<file path="config.mk">
export PLATFORM = sky130hd
export DESIGN_NAME = sdc_cell
export DESIGN_NICKNAME = d
export VERILOG_FILES = /design/src/rtl/sdc_pkg.sv /design/src/rtl/sdc_cell.sv
export SDC_FILE = /design/constraint.sdc
export NUM_CORES = 1
export LEC_CHECK = 0
export ABC_AREA = 1
export BUFFER_PORTS_ARGS = -buffer_cell sky130_fd_sc_hd__buf_2
export CORE_ASPECT_RATIO = 0.7
export CORE_UTILIZATION = 35
export DETAILED_ROUTE_END_ITERATION = 10
export GPL_TIMING_DRIVEN = 0
export PLACE_DENSITY = 0.57
export SYNTH_ARGS = -nofsm -noshare
export SYNTH_HDL_FRONTEND = slang
export SYNTH_SLANG_ARGS = --single-unit
</file>
<file path="constraint.sdc">
create_clock -name clk_i -period 12.1 [get_ports clk_i]
set_clock_uncertainty 0.05 [all_clocks]
set_input_delay 1.21 -clock clk_i [delete_from_list [all_inputs] [get_ports clk_i]]
set_output_delay 1.21 -clock clk_i [all_outputs]
set_load 0.01 [all_outputs]
</file>
<file path="src/rtl/sdc_pkg.sv">
// Package for the scaled decimal compare unit.
// Holds the input and result word types and the predicate codes; no dependencies.
`default_nettype none
package sdc_pkg;

  localparam int unsigned ValueW  = 64;
  localparam int unsigned ScaleW  = 5;
  localparam int unsigned ActionW = 3;

  typedef enum logic [ActionW-1:0] {
    ActEq = 3'd0,
    ActNe = 3'd1,
    ActGt = 3'd2,
    ActLt = 3'd3,
    ActGe = 3'd4,
    ActLe = 3'd5
  } act_e;

  typedef struct packed {
    logic        [ActionW-1:0] action;
    logic signed [ValueW-1:0]  left_value;
    logic        [ScaleW-1:0]  left_scale;
    logic signed [ValueW-1:0]  right_value;
    logic        [ScaleW-1:0]  right_scale;
  } in_word_t;

  typedef struct packed {
    logic signed [1:0] order;
    logic              holds;
  } out_word_t;

endpackage
`default_nettype wire

</file>
<file path="src/rtl/sdc_cell.sv">
// One cell of the alignment chain: scales the operand with fewer fractional digits by ten if the scales still differ.
// Depends on sdc_pkg.
`default_nettype none
module sdc_cell #(
  parameter int unsigned W  = 136,
  parameter int unsigned DW = 5
) (
  input  wire logic                           clk_i,
  input  wire logic                           rst_ni,
  input  wire logic                           valid_i,
  output logic                                ready_o,
  input  wire logic [sdc_pkg::ActionW-1:0]    action_i,
  input  wire logic                           left_small_i,
  input  wire logic [DW-1:0]                  diff_i,
  input  wire logic signed [W-1:0]            small_i,
  input  wire logic signed [sdc_pkg::ValueW-1:0] big_i,
  output logic                                valid_o,
  input  wire logic                           ready_i,
  output logic [sdc_pkg::ActionW-1:0]         action_o,
  output logic                                left_small_o,
  output logic [DW-1:0]                       diff_o,
  output logic signed [W-1:0]                 small_o,
  output logic signed [sdc_pkg::ValueW-1:0]   big_o
);
  import sdc_pkg::*;

  logic                     valid_q;
  logic [ActionW-1:0]       action_q;
  logic                     left_small_q;
  logic [DW-1:0]            diff_q, diff_d;
  logic signed [W-1:0]      small_q, small_d;
  logic signed [ValueW-1:0] big_q;

  assign ready_o = !valid_q || ready_i;

  always_comb begin
    if (diff_i != '0) begin
      small_d = (small_i <<< 3) + (small_i <<< 1);
      diff_d  = diff_i - DW'(1);
    end else begin
      small_d = small_i;
      diff_d  = diff_i;
    end
  end

  always_ff @(posedge clk_i or negedge rst_ni) begin
    if (!rst_ni) begin
      valid_q <= 1'b0;
    end else if (ready_o) begin
      valid_q <= valid_i;
    end
  end

  always_ff @(posedge clk_i) begin
    if (ready_o && valid_i) begin
      action_q     <= action_i;
      left_small_q <= left_small_i;
      diff_q       <= diff_d;
      small_q      <= small_d;
      big_q        <= big_i;
    end
  end

  assign valid_o      = valid_q;
  assign action_o     = action_q;
  assign left_small_o = left_small_q;
  assign diff_o       = diff_q;
  assign small_o      = small_q;
  assign big_o        = big_q;

endmodule
`default_nettype wire
</file>
==> summary.md <==
| Metric | Value |
|---|---|
| Vias in the first global route | `21130` |
| Drt drc | `0` |
| Core ar. | `59870 µm²` |
| Share of layout cells above drive strength 1 | `16.77%` |
| Initial antenna violation count | `5` |
| Register Area | `6301 µm²` |
| Initial Util | `35.36%` |
| Relative slew slack | `20.27%` |
| Yosys top cell by area | `edfxtp_1` |
| Synth Area in Adders | `7.956%` |
| Post-detailed-route count of antenna-violating nets | `0` |
| Mapped Area | `21170 µm²` |
| Top cells by area, synth | `edfxtp_1, nand2_1, inv_1, ha_1, nor2_1` |
| Leak | `0.01266 µW` |
| FMAX | `230.2 MHz` |
| Seq/Total Area, Yosys | `29.77%` |
| Most frequent cell after synthesis | `nand2_1` |
| Worst Hold Class | `in2async` |
| CTS Sinks | `210` |
| Fin Setup TNS | `0 ns` |
| Combinational share of power | `38.9%` |
| Routed len/inst | `21.71 µm` |
| Syn Nets | `3775` |
| Synth Instances | `3428` |
| CP required | `12.37 ns` |
| P_int | `1579 µW` |
| Clk slew on worst S/H paths | `0.06 ns` |
| DIE WIDTH | `295.9 µm` |
| Final Hold Violating Endpoints | `0` |
| CP Capture Type | `register` |
| Yosys warnings | `0` |
| Clock Latency Late Sink | `0.57 ns` |
| CTS tree | `yes` |
| RD Place Congestion | `1.036` |
| DR pass1 iterations | `7` |
| Clock power share | `26.6%` |
| Sequential cell fraction of total power | `34.5%` |
| Setup Buffers After CTS | `0` |
| Drt total wl | `102300 µm` |
| Yosys top cell area share | `29.65%` |
| Ports | `424` |
| Synth cell types | `38` |
| Total track usage | `32.34%` |
| Worst-Margin Slew | `1.196 ns` |
| Power Density | `104.4 nW/µm²` |
| Site Rows | `75` |
| Detailed-route vias per instance | `5.036` |
| Psw | `1049 µW` |
| CP Buf/Inv Count | `3` |
| Post-synthesis compound-gate area fraction | `9.398%` |
| Via count | `23720` |
| Status | `finished clean` |
| Die H | `207.8 µm` |
| Finished Core Util | `42.06%` |
| Setup CP Type | `in2reg` |
| Longest Clk Path Bufs | `3` |
| Final #Nets | `4230` |
| Switching Fraction | `39.91%` |
| Grt ovf | `0` |
| Crit path max-delay family | `simple AND/OR/NAND/NOR gates` |
| Initial DRC Count | `2537` |
| Inserted Clock Buffers | `23` |
| Slowest stage delay, CP | `0.91 ns` |
| Detail Placement HPWL | `89520 µm` |
| Die Footprint | `61480 µm²` |
| Root buffer cell | `clkbuf_16` |
| Fill cells | `6743` |
| Most frequent cells after synthesis | `nand2_1, inv_1, nor2_1` |
| Post-synth EDFFs | `209` |
| VDD IR-drop max | `0.09378 mV` |
| Buffers on Ports | `423` |
| CP startpoint kind | `primary input` |
| Final period util | `35.90%` |
| Top FF cell, synth | `edfxtp_1` |
| RSZ-0062 raised after global routing | `no` |
| First-pass GRT wire length | `142100 µm` |
| Resized cells post-CTS | `0` |
| XOR/XNOR Fraction of Synth Area | `1.862%` |
| Largest net degree at the start of global routing | `30` |
| Most common cell on crit path | `nand2_1` |
| Slowest cell on crit path | `a21oi_1` |
| Worst endpoint data arrival time | `4.61 ns` |
| Area taken by multi-input logic gates | `12310 µm²` |
| Post-synthesis register bit count | `210` |
| Setup Viol. Count Final | `0` |
| Cts hold-fix bufs | `0` |
| Worst Path Max Fanout | `5` |
| Syn avg cell area | `6.175 µm²` |
| CTS HTree Levels | `1` |
| Post-layout min period | `4.344 ns` |
| Mux cell area share after synthesis | `0%` |
| Crit-path cells | `buf_2 > ha_1 > nand2_1 > inv_1 > nand2_1 > nand3_1 > inv_1 > o21ai_0 > nand2_1 > nand2_1 > nand2_1 > nand2_1 > a21oi_1 > nand3b_1 > nand3_1 > nand2_1` |
| Post-synthesis simple-gate area fraction | `38.88%` |
| WHS | `0.3527 ns` |
| Final Max Tran Viols | `0` |
| Fraction of registers with async set/reset | `0.4762%` |
| Main combinational cell family by area after synthesis | `simple AND/OR/NAND/NOR gates` |
| Synthesis-to-layout area growth | `18.96%` |
| Max cap viols | `0` |
[sequential cells by signal, summed over array words and instances, names as in the netlist]
register      cells
small_o         136
big_o            64
diff_o            5
action_o          3
left_small_o      1
valid_o           1
[final cells by class]
type,instances,share of cell area (%)
buffer,29,0.4720
sequential,210,25.02
timing repair buffer,430,8.993
inverter,653,9.734
multi-input combinational,2536,48.88
clock inverter,11,0.3876
antenna,3,0.02981
clock buffer,30,2.469
tap,808,4.015
[cell usage in the layout, fill, tap and decap left out, drive strengths merged, types with 50 or more instances in the layout]
master  count
edfxtp    209
ha        133
buf       439
o21ai     161
nand3     160
nand2    1348
clkbuf     50
nor2      364
inv       651
a21oi     203
[worst register-to-register path: stages (launching register included)]
cell and delay, ns:
dfrtp_1 0.42, a21oi_4 0.78, buf_12 0.29, buf_12 0.25
buf_12 0.23, buf_16 0.22
[per-stage QoR]
stage	total power, µW	instance area, µm²	instances	setup slack [ns]
finish	2628	25180	4710	7.756
global route	2752	25170	4707	7.764
CTS	2610	25170	4707	8.133
detailed placement	1902	24450	4666	7.549
global placement	1908	24300	4659	1.355
floorplan	1493	21170	3428	4.237
[power groups by stage]
stage               registers [µW]  clock network [µW]  logic (µW)
finish                         907                 699        1020
global route                   912                 742        1100
CTS                            907                 717         986
detailed placement             921                   0         981
global placement               934                   0         973
floorplan                      966                   0         527
[cell families (layout without fill, tap and decap cells)]
logic type / count (synthesis) / after routing
AND/OR/NAND/NOR: 1973 / 1973
buffers and inverters: 682 / 1153
AO/OA/AOI/OAI: 384 / 384
flip-flops: 210 / 210
adder cells (fa/ha/maj): 134 / 134
XOR/XNOR: 45 / 45
other: 0 / 3
[per-layer routing]
metal / GRT usage, % / routed length (µm) / vias up
met5: 0 / 0 / -
li1: - / - / 11620
met1: 52.85 / 51190 / 10980
met3: 12.90 / 14680 / 58
met4: 4.195 / 1465 / 0
met2: 38.44 / 34930 / 1060
[final timing paths]
kind                                      from                     end  slack, ns  cells past startpoint
setup / recovery                   small_i[70]  small_o[128]$_DFFE_PP_       7.76                     16
hold / removal                          rst_ni     valid_o$_DFFE_PN0N_       0.35                      1
setup reg to reg           valid_o$_DFFE_PN0N_   small_o[26]$_DFFE_PP_       9.53                      5
hold reg to reg            valid_o$_DFFE_PN0N_     valid_o$_DFFE_PN0N_       0.55                      2
max in group asynchronous               rst_ni     valid_o$_DFFE_PN0N_      11.56                      1
min in group clk_i         valid_o$_DFFE_PN0N_     valid_o$_DFFE_PN0N_       0.55                      2
(Power assumes the default switching activity.)
